## src/sv/eiec_pkg.sv

```systemverilog
// shared constants, types and helpers for the external interrupt edge controller
package eiec_pkg;

  // sizing
  localparam int LINE_COUNT  = 16;
  localparam int PORT_COUNT  = 4;
  localparam int LINE_W      = 16;
  localparam int SEL_W       = 4;
  localparam int PSEL_W      = 62;
  localparam int IRQ_W       = 7;
  localparam int CFG_IDX_W   = 2;
  localparam int CFG_DATA_W  = PSEL_W;

  // lines that exist, the rest read as zero
  localparam logic [LINE_W-1:0] LINE_MASK = LINE_W'((32'd1 << LINE_COUNT) - 32'd1);

  // register indexes of the configuration port
  typedef enum logic [CFG_IDX_W-1:0] {
    REG_PORT_SELECT    = 2'd0,
    REG_RISING_ENABLE  = 2'd1,
    REG_FALLING_ENABLE = 2'd2,
    REG_IRQ_ENABLE     = 2'd3
  } cfg_reg_e;

  // what an input word asks for
  typedef enum logic {
    ACT_SAMPLE = 1'b0,
    ACT_CLEAR  = 1'b1
  } action_e;

  // port selector codes
  localparam logic [SEL_W-1:0] SEL_PORT_A = 4'd0;

  // configuration seen by the datapath
  typedef struct packed {
    logic [PSEL_W-1:0] port_select;
    logic [LINE_W-1:0] rising_enable;
    logic [LINE_W-1:0] falling_enable;
    logic [LINE_W-1:0] irq_enable;
  } eiec_cfg_t;

  // result of one word, from the edge stage to the output register
  typedef struct packed {
    logic [LINE_W-1:0] pending_bits;
    logic [IRQ_W-1:0]  irq_outputs;
  } eiec_res_t;

  // fold enabled pending lines onto the seven interrupt outputs
  function automatic logic [IRQ_W-1:0] irq_map(input logic [LINE_W-1:0] active);
    logic [IRQ_W-1:0] res;
    res      = '0;
    res[4:0] = active[4:0];
    res[5]   = |active[9:5];
    res[6]   = |active[15:10];
    return res;
  endfunction

endpackage

```

## src/sv/eiec_if.sv

```systemverilog
// stream interfaces for sample/clear words and result words

// input channel: action, port levels and clear mask
interface eiec_in_if;
  import eiec_pkg::*;
  logic              valid;
  logic              ready;
  action_e           action;
  logic [LINE_W-1:0] port_a_levels;
  logic [LINE_W-1:0] port_b_levels;
  logic [LINE_W-1:0] port_c_levels;
  logic [LINE_W-1:0] port_d_levels;
  logic [LINE_W-1:0] clear_bits;

  modport source (
    output valid, action, port_a_levels, port_b_levels, port_c_levels,
           port_d_levels, clear_bits,
    input  ready
  );
  modport sink (
    input  valid, action, port_a_levels, port_b_levels, port_c_levels,
           port_d_levels, clear_bits,
    output ready
  );
endinterface

// output channel: pending flags and interrupt lines
interface eiec_out_if;
  import eiec_pkg::*;
  logic              valid;
  logic              ready;
  logic [LINE_W-1:0] pending_bits;
  logic [IRQ_W-1:0]  irq_outputs;

  modport source (
    output valid, pending_bits, irq_outputs,
    input  ready
  );
  modport sink (
    input  valid, pending_bits, irq_outputs,
    output ready
  );
endinterface

```

## src/sv/external_interrupt_edge_controller.sv

```systemverilog
// top level: sixteen-line external interrupt edge controller
// result: the result word of an accepted word is registered and valid in the cycle after acceptance
// throughput: one word per cycle, limited only by the result register draining
// the pending and last-level state updates at the same edge that loads the result
// reset: asynchronous active low, clears configuration, state and result valid
module external_interrupt_edge_controller import eiec_pkg::*; (
  input  logic                  clk_i,
  input  logic                  rst_ni,
  input  logic                  cfg_we_i,
  input  logic [CFG_IDX_W-1:0]  cfg_idx_i,
  input  logic [CFG_DATA_W-1:0] cfg_wdata_i,
  eiec_in_if.sink               in_i,
  eiec_out_if.source            out_o
);

  eiec_cfg_t         cfg;
  eiec_res_t         res_next;
  eiec_res_t         res_reg;
  logic              free;
  logic              accept;
  logic [LINE_W-1:0] pending;

  assign in_i.ready = free;
  assign accept     = in_i.valid && free;

  // configuration registers
  eiec_cfg u_cfg (
    .clk_i       (clk_i),
    .rst_ni      (rst_ni),
    .cfg_we_i    (cfg_we_i),
    .cfg_idx_i   (cfg_idx_i),
    .cfg_wdata_i (cfg_wdata_i),
    .cfg_o       (cfg)
  );

  // edge detection and pending state
  eiec_edge u_edge (
    .clk_i        (clk_i),
    .rst_ni       (rst_ni),
    .cfg_i        (cfg),
    .accept_i     (accept),
    .action_i     (in_i.action),
    .port_a_i     (in_i.port_a_levels),
    .port_b_i     (in_i.port_b_levels),
    .port_c_i     (in_i.port_c_levels),
    .port_d_i     (in_i.port_d_levels),
    .clear_bits_i (in_i.clear_bits),
    .res_o        (res_next),
    .pending_o    (pending)
  );

  // result register
  eiec_outreg u_out (
    .clk_i       (clk_i),
    .rst_ni      (rst_ni),
    .load_i      (accept),
    .res_i       (res_next),
    .out_ready_i (out_o.ready),
    .out_valid_o (out_o.valid),
    .res_o       (res_reg),
    .free_o      (free)
  );

  assign out_o.pending_bits = res_reg.pending_bits;
  assign out_o.irq_outputs  = res_reg.irq_outputs;

`ifndef SYNTHESIS
  // every accepted word shows up as a result next cycle
  a_accept_to_valid: assert property (@(posedge clk_i) disable iff (!rst_ni)
    accept |=> out_o.valid)
    else $error("accepted word produced no result");

  // a clear word leaves none of its named bits pending
  a_clear_done: assert property (@(posedge clk_i) disable iff (!rst_ni)
    accept && in_i.action == ACT_CLEAR |=>
      (out_o.pending_bits & $past(in_i.clear_bits)) == '0)
    else $error("clear word left a bit pending");

  // a sample word never drops a pending bit
  a_sample_keeps: assert property (@(posedge clk_i) disable iff (!rst_ni)
    accept && in_i.action == ACT_SAMPLE |=>
      (out_o.pending_bits & $past(pending)) == $past(pending))
    else $error("sample word dropped a pending bit");

  // the result matches the pending state it was taken from
  a_state_match: assert property (@(posedge clk_i) disable iff (!rst_ni)
    accept |=> out_o.pending_bits == pending)
    else $error("result differs from pending state");
`endif

endmodule

```

## src/sv/eiec_cfg.sv

```systemverilog
// configuration registers written through the plain write port
module eiec_cfg import eiec_pkg::*; (
  input  logic                  clk_i,
  input  logic                  rst_ni,
  input  logic                  cfg_we_i,
  input  logic [CFG_IDX_W-1:0]  cfg_idx_i,
  input  logic [CFG_DATA_W-1:0] cfg_wdata_i,
  output eiec_cfg_t             cfg_o
);

  eiec_cfg_t cfg_q, cfg_d;

  // register decode
  always_comb begin
    cfg_d = cfg_q;
    if (cfg_we_i) begin
      unique case (cfg_reg_e'(cfg_idx_i))
        REG_PORT_SELECT:    cfg_d.port_select    = cfg_wdata_i[PSEL_W-1:0];
        REG_RISING_ENABLE:  cfg_d.rising_enable  = cfg_wdata_i[LINE_W-1:0];
        REG_FALLING_ENABLE: cfg_d.falling_enable = cfg_wdata_i[LINE_W-1:0];
        REG_IRQ_ENABLE:     cfg_d.irq_enable     = cfg_wdata_i[LINE_W-1:0];
        default:            cfg_d = cfg_q;
      endcase
    end
  end

  always_ff @(posedge clk_i or negedge rst_ni) begin
    if (!rst_ni) begin
      cfg_q <= '0;
    end else begin
      cfg_q <= cfg_d;
    end
  end

  assign cfg_o = cfg_q;

endmodule

```

## src/sv/eiec_edge.sv

```systemverilog
// line routing, edge detection and pending flag state
module eiec_edge import eiec_pkg::*; (
  input  logic              clk_i,
  input  logic              rst_ni,
  input  eiec_cfg_t         cfg_i,
  input  logic              accept_i,
  input  action_e           action_i,
  input  logic [LINE_W-1:0] port_a_i,
  input  logic [LINE_W-1:0] port_b_i,
  input  logic [LINE_W-1:0] port_c_i,
  input  logic [LINE_W-1:0] port_d_i,
  input  logic [LINE_W-1:0] clear_bits_i,
  output eiec_res_t         res_o,
  output logic [LINE_W-1:0] pending_o
);

  logic [LINE_W-1:0] last_q, last_d;
  logic [LINE_W-1:0] pend_q, pend_d;
  logic [LINE_W-1:0] cur;
  logic [LINE_W-1:0] rise, fall;
  logic [SEL_W*LINE_W-1:0] sel_all;
  logic [LINE_W-1:0] ports [PORT_COUNT];

  assign sel_all  = {(SEL_W*LINE_W-PSEL_W)'(0), cfg_i.port_select};
  assign ports[0] = port_a_i;
  assign ports[1] = port_b_i;
  assign ports[2] = port_c_i;
  assign ports[3] = port_d_i;

  // route each line from its selected port, unknown selectors fall back to port a
  always_comb begin
    logic [SEL_W-1:0] sel;
    cur = '0;
    for (int l = 0; l < LINE_W; l++) begin
      sel = sel_all[SEL_W*l +: SEL_W];
      if (int'(sel) >= PORT_COUNT) begin
        sel = SEL_PORT_A;
      end
      cur[l] = ports[sel[1:0]][l];
    end
    cur = cur & LINE_MASK;
  end

  // edge detect and pending update
  assign rise = cur & ~last_q & cfg_i.rising_enable;
  assign fall = ~cur & last_q & cfg_i.falling_enable;

  always_comb begin
    last_d = last_q;
    pend_d = pend_q;
    case (action_i)
      ACT_SAMPLE: begin
        pend_d = (pend_q | rise | fall) & LINE_MASK;
        last_d = cur;
      end
      ACT_CLEAR: begin
        pend_d = pend_q & ~clear_bits_i & LINE_MASK;
      end
      default: begin
        pend_d = pend_q;
      end
    endcase
  end

  always_ff @(posedge clk_i or negedge rst_ni) begin
    if (!rst_ni) begin
      last_q <= '0;
      pend_q <= '0;
    end else if (accept_i) begin
      last_q <= last_d;
      pend_q <= pend_d;
    end
  end

  // result of this word
  assign res_o.pending_bits = pend_d;
  assign res_o.irq_outputs  = irq_map(pend_d & cfg_i.irq_enable & LINE_MASK);
  assign pending_o          = pend_q;

endmodule

```

## src/sv/eiec_outreg.sv

```systemverilog
// result register with valid, decouples the input from a stalled sink
module eiec_outreg import eiec_pkg::*; (
  input  logic      clk_i,
  input  logic      rst_ni,
  input  logic      load_i,
  input  eiec_res_t res_i,
  input  logic      out_ready_i,
  output logic      out_valid_o,
  output eiec_res_t res_o,
  output logic      free_o
);

  logic      valid_q, valid_d;
  eiec_res_t res_q;

  // free when empty or the word leaves this cycle
  assign free_o  = !valid_q || out_ready_i;
  assign valid_d = load_i || (valid_q && !out_ready_i);

  always_ff @(posedge clk_i or negedge rst_ni) begin
    if (!rst_ni) begin
      valid_q <= 1'b0;
    end else begin
      valid_q <= valid_d;
    end
  end

  // payload, no reset
  always_ff @(posedge clk_i) begin
    if (load_i) begin
      res_q <= res_i;
    end
  end

  assign out_valid_o = valid_q;
  assign res_o       = res_q;

endmodule
```

## src/flat_wrapper.sv

```systemverilog
// flat-port wrapper written by rule: the top's interface ports become plain ports
module external_interrupt_edge_controller_flat import eiec_pkg::*;
  (clk_i, rst_ni, cfg_we_i, cfg_idx_i, cfg_wdata_i, in_i_valid, in_i_action, in_i_port_a_levels, in_i_port_b_levels, in_i_port_c_levels, in_i_port_d_levels, in_i_clear_bits, in_i_ready, out_o_valid, out_o_pending_bits, out_o_irq_outputs, out_o_ready);
  eiec_in_if in_i_i ();
  eiec_out_if out_o_i ();
  input  logic clk_i;
  input  logic rst_ni;
  input  logic cfg_we_i;
  input  logic [CFG_IDX_W-1:0] cfg_idx_i;
  input  logic [CFG_DATA_W-1:0] cfg_wdata_i;
  input wire logic [$bits(in_i_i.valid)-1:0] in_i_valid;
  input wire logic [$bits(in_i_i.action)-1:0] in_i_action;
  input wire logic [$bits(in_i_i.port_a_levels)-1:0] in_i_port_a_levels;
  input wire logic [$bits(in_i_i.port_b_levels)-1:0] in_i_port_b_levels;
  input wire logic [$bits(in_i_i.port_c_levels)-1:0] in_i_port_c_levels;
  input wire logic [$bits(in_i_i.port_d_levels)-1:0] in_i_port_d_levels;
  input wire logic [$bits(in_i_i.clear_bits)-1:0] in_i_clear_bits;
  output wire logic [$bits(in_i_i.ready)-1:0] in_i_ready;
  output wire logic [$bits(out_o_i.valid)-1:0] out_o_valid;
  output wire logic [$bits(out_o_i.pending_bits)-1:0] out_o_pending_bits;
  output wire logic [$bits(out_o_i.irq_outputs)-1:0] out_o_irq_outputs;
  input wire logic [$bits(out_o_i.ready)-1:0] out_o_ready;
  assign in_i_i.valid = in_i_valid;
  assign in_i_i.action = in_i_action;
  assign in_i_i.port_a_levels = in_i_port_a_levels;
  assign in_i_i.port_b_levels = in_i_port_b_levels;
  assign in_i_i.port_c_levels = in_i_port_c_levels;
  assign in_i_i.port_d_levels = in_i_port_d_levels;
  assign in_i_i.clear_bits = in_i_clear_bits;
  assign in_i_ready = in_i_i.ready;
  assign out_o_valid = out_o_i.valid;
  assign out_o_pending_bits = out_o_i.pending_bits;
  assign out_o_irq_outputs = out_o_i.irq_outputs;
  assign out_o_i.ready = out_o_ready;
  external_interrupt_edge_controller u_core (.clk_i(clk_i), .rst_ni(rst_ni), .cfg_we_i(cfg_we_i), .cfg_idx_i(cfg_idx_i), .cfg_wdata_i(cfg_wdata_i), .in_i(in_i_i), .out_o(out_o_i));
endmodule
```

## config.mk

```make
export PLATFORM = sky130hd
export DESIGN_NAME = external_interrupt_edge_controller_flat
export DESIGN_NICKNAME = d
export VERILOG_FILES = /design/src/sv/eiec_pkg.sv /design/src/sv/eiec_if.sv /design/src/sv/external_interrupt_edge_controller.sv /design/src/sv/eiec_cfg.sv /design/src/sv/eiec_edge.sv /design/src/sv/eiec_outreg.sv /design/src/flat_wrapper.sv
export SDC_FILE = /design/constraint.sdc
export NUM_CORES = 1
export LEC_CHECK = 0
export BUFFER_PORTS_ARGS = -buffer_cell sky130_fd_sc_hd__buf_4
export CAP_MARGIN = 20
export CORE_ASPECT_RATIO = 1.2
export CORE_MARGIN = 5
export CORE_UTILIZATION = 55
export CTS_CLUSTER_DIAMETER = 50
export DETAILED_ROUTE_END_ITERATION = 10
export PLACE_DENSITY = 0.82
export SYNTH_ARGS = -nofsm -noshare
export SYNTH_HDL_FRONTEND = slang
export SYNTH_SLANG_ARGS = --single-unit
```

## constraint.sdc

```tcl
create_clock -name clk_i -period 4.98 [get_ports clk_i]
set_input_delay 0.747 -clock clk_i [delete_from_list [all_inputs] [get_ports clk_i]]
set_output_delay 0.747 -clock clk_i [all_outputs]
set_load 0.005 [all_outputs]
```

==> reports/metrics.cfg <==
[routing]
num_vias = 5435
routedWlPerCell_um = 18.2
antenna_left = 0
initialDrtViolationCount = 258
drcViolationCount = 0
via_per_inst = 5.61
wl_um = 17700
first_pass_iters = 5

[pwr]
power_leakage_nw = 4.31
ir_drop_mv = 0.257
p_per_area_nw_per_um2 = 415

[logic_synthesis]
synth_top_area_cell = dfrtp_1
ys_seq_area_frac = 0.579
syn-num-nets = 756
synth_edf_count = 23
ys_warn_count = 0
synth_most_common_cell = dfrtp_1
synth_seq_cells = 166
synthArstFlopShare = 0.861
synth.top_cell.area_share = 0.485
synthDistinctLibCells = 38
synth_ff_type = dfrtp_1
netlist_instances = 606
netlist_top_cells_area = dfrtp_1 49%, mux2_2 18%, edfxtp_1 9.4%, nand2_1 4.3%, mux2i_1 3.7%
syn_area_sq_um = 7380
syn_area_per_cell_sq_um = 12.2
yosys-top-cells-count = 143 x dfrtp_1, 116 x mux2_2, 85 x nand2_1

[clocking]
path_clk_slew_ps = 60
cts-resized-gates = 0
hold_buffers = 0
post_cts_buffers = 0
numClockSinks = 166
clockBufferDepth = 2
h-tree-depth = 4
clock_latency_ps = 420
numCtsBuffers = 17
cts_tree = built
cts-root-buf = clkbuf_16

[global_route]
grt_pass1_vias = 5913
grt_max_degree = 110
grtUsageTotal = 0.235
grt_pass1_wl_um = 28500
antenna_found_initial = 0
grt-ovfl-total = 0

[floorplan]
die-height_um = 137
initial_core_util = 0.560
rows = 46
core-area_sq_um = 13200
die_w_um = 116
io_pins = 175
die-area_sq_um = 15800

[place]
hpwl_um = 12400
io_buffers = 174
gp_congestion = 0.771
dp_cells = 936

[final_layout]
drive_above_1_share = 0.408
fillCellCount = 897
fin_nets = 938
multiInputGateArea_sq_um = 3010
fin_util = 0.720
synthToLayoutAreaGrowth_pct = 28.6
regArea_sq_um = 4270
antennaDiodeCount = 0
finalNonFillerCells = 969

[status]
status = finished, final reports clean

[worst_setup_path]
cp-end-kind = register
setup.worst_path.start_class = register
rrSetupSlack_ps = 2710
path_class = register to register
critPathRequiredTime_ps = 5150
path_max_fanout = 4
arrival_ps = 2450

[timing]
fin_crit_sh = 0.457
setup_tns_ps = 0
finClkSkew_ps = 5.14
slew_viol_final = 0
fmax_mhz = 440
tightest_slew_ps = 1040
rsz0062_at_grt = false
hold_viol_final = 0
setup_viol = 0
slew_headroom = 0.304
period_needed_ps = 2270

[run]
drv_cap = 0

[min_path]
hold_path.class = primary input to async pin

state kept, by name (all words and copies together) (netlist names):
signal                    flops
u_core.u_edge.pending_o      16
u_core.u_edge.last_q         16
u_core.u_out.res_o           23
u_core.u_out.out_valid_o      1
u_core.u_cfg.cfg_o          110
logic make-up after synthesis:
kind of cell | Yosys count | synth area share
simple gates | 173 | 0.107
flops | 166 | 0.579
mux | 144 | 0.217
compound gates | 95 | 0.0836
buf+inv | 28 | 0.0142
layout make-up:
class | count | share of cell area
clock buffer | 30 | 0.0585
clock inverter | 2 | 0.00369
timing repair buffer | 179 | 0.144
multi-input combinational | 412 | 0.317
tap | 168 | 0.0221
sequential | 166 | 0.450
inverter | 12 | 0.00475
per-layer routing:
metal	share of wire	GRT usage	up-vias
met5	0	0	-
met4	0.035	0.103	0
met3	0.061	0.0548	46
met2	0.53	0.415	175
met1	0.37	0.271	2669
li1	-	-	2545
final timing paths:
| kind | start | endpoint | cells past startpoint |
|---|---|---|---|
| min reg2reg | u_core.u_edge.pending_o[15] | u_core.u_edge.pending_o[15] | 2 |
| max in group asynchronous | rst_ni | u_core.u_edge.pending_o[13] | 2 |
| min in group clk_i | u_core.u_edge.pending_o[15] | u_core.u_edge.pending_o[15] | 2 |
| min | rst_ni | u_core.u_cfg.cfg_o[85] | 1 |
| max | u_core.u_cfg.cfg_o[104] | u_core.u_out.res_o[6] | 6 |
| max reg2reg | u_core.u_cfg.cfg_o[104] | u_core.u_out.res_o[6] | 6 |
per-stage QoR:
step	total power [W]	hold slack, ps	setup slack (ps)	instance area (sq um)
2_1_floorplan	0.00233	440	2560	7380
3_3_place_gp	0.00259	454	2370	8870
3_5_place_dp	0.00266	471	2310	8870
4_1_cts	0.00396	486	2700	9460
5_1_grt	0.00415	190	2610	9490
6_report	0.00394	179	2710	9490
power breakdown:
group / internal, W / total [W] / switching [W]
logic: 0.000444 / 0.000786 / 0.000342
clock network: 0.000799 / 0.00130 / 0.000504
registers: 0.00166 / 0.00185 / 0.000190
total: 0.00291 / 0.00394 / 0.00104
placed cells by master, fill, tap and decap left out, drive strengths merged:
cell type / synthesis / layout
nor2b: 4 / 4
a22o: 4 / 4
a31oi: 3 / 3
nor2: 29 / 29
bufinv: 0 / 1
buf: 3 / 179
o21a: 1 / 1
a2111o: 1 / 1
nor3b: 7 / 7
o221a: 2 / 2
o221ai: 5 / 5
and3b: 1 / 1
clkinv: 0 / 1
edfxtp: 23 / 23
nand2: 85 / 85
o21ai: 26 / 26
nand3b: 5 / 5
a221o: 1 / 1
o32a: 7 / 7
and2: 3 / 3
mux2i: 27 / 27
mux2: 116 / 116
a211o: 1 / 1
nand3: 9 / 9
a21oi: 31 / 31
a221oi: 1 / 1
dfrtp: 143 / 143
a22oi: 3 / 3
inv: 12 / 12
o32ai: 1 / 1
o211a: 1 / 1
or2: 1 / 1
a2bb2oi: 1 / 1
a21boi: 5 / 5
nor3: 13 / 13
mux4: 1 / 1
o21bai: 1 / 1
clkbuf: 13 / 30
nand2b: 16 / 16
critical path, stage by stage (launching register included):
cell and delay (ps):
dfrtp_1 400, mux2i_1 220, a22oi_1 110, o32a_1 320
and3b_1 190, o32a_1 370, a2111o_1 420
Note: power is estimated with default switching activity, not from simulation.
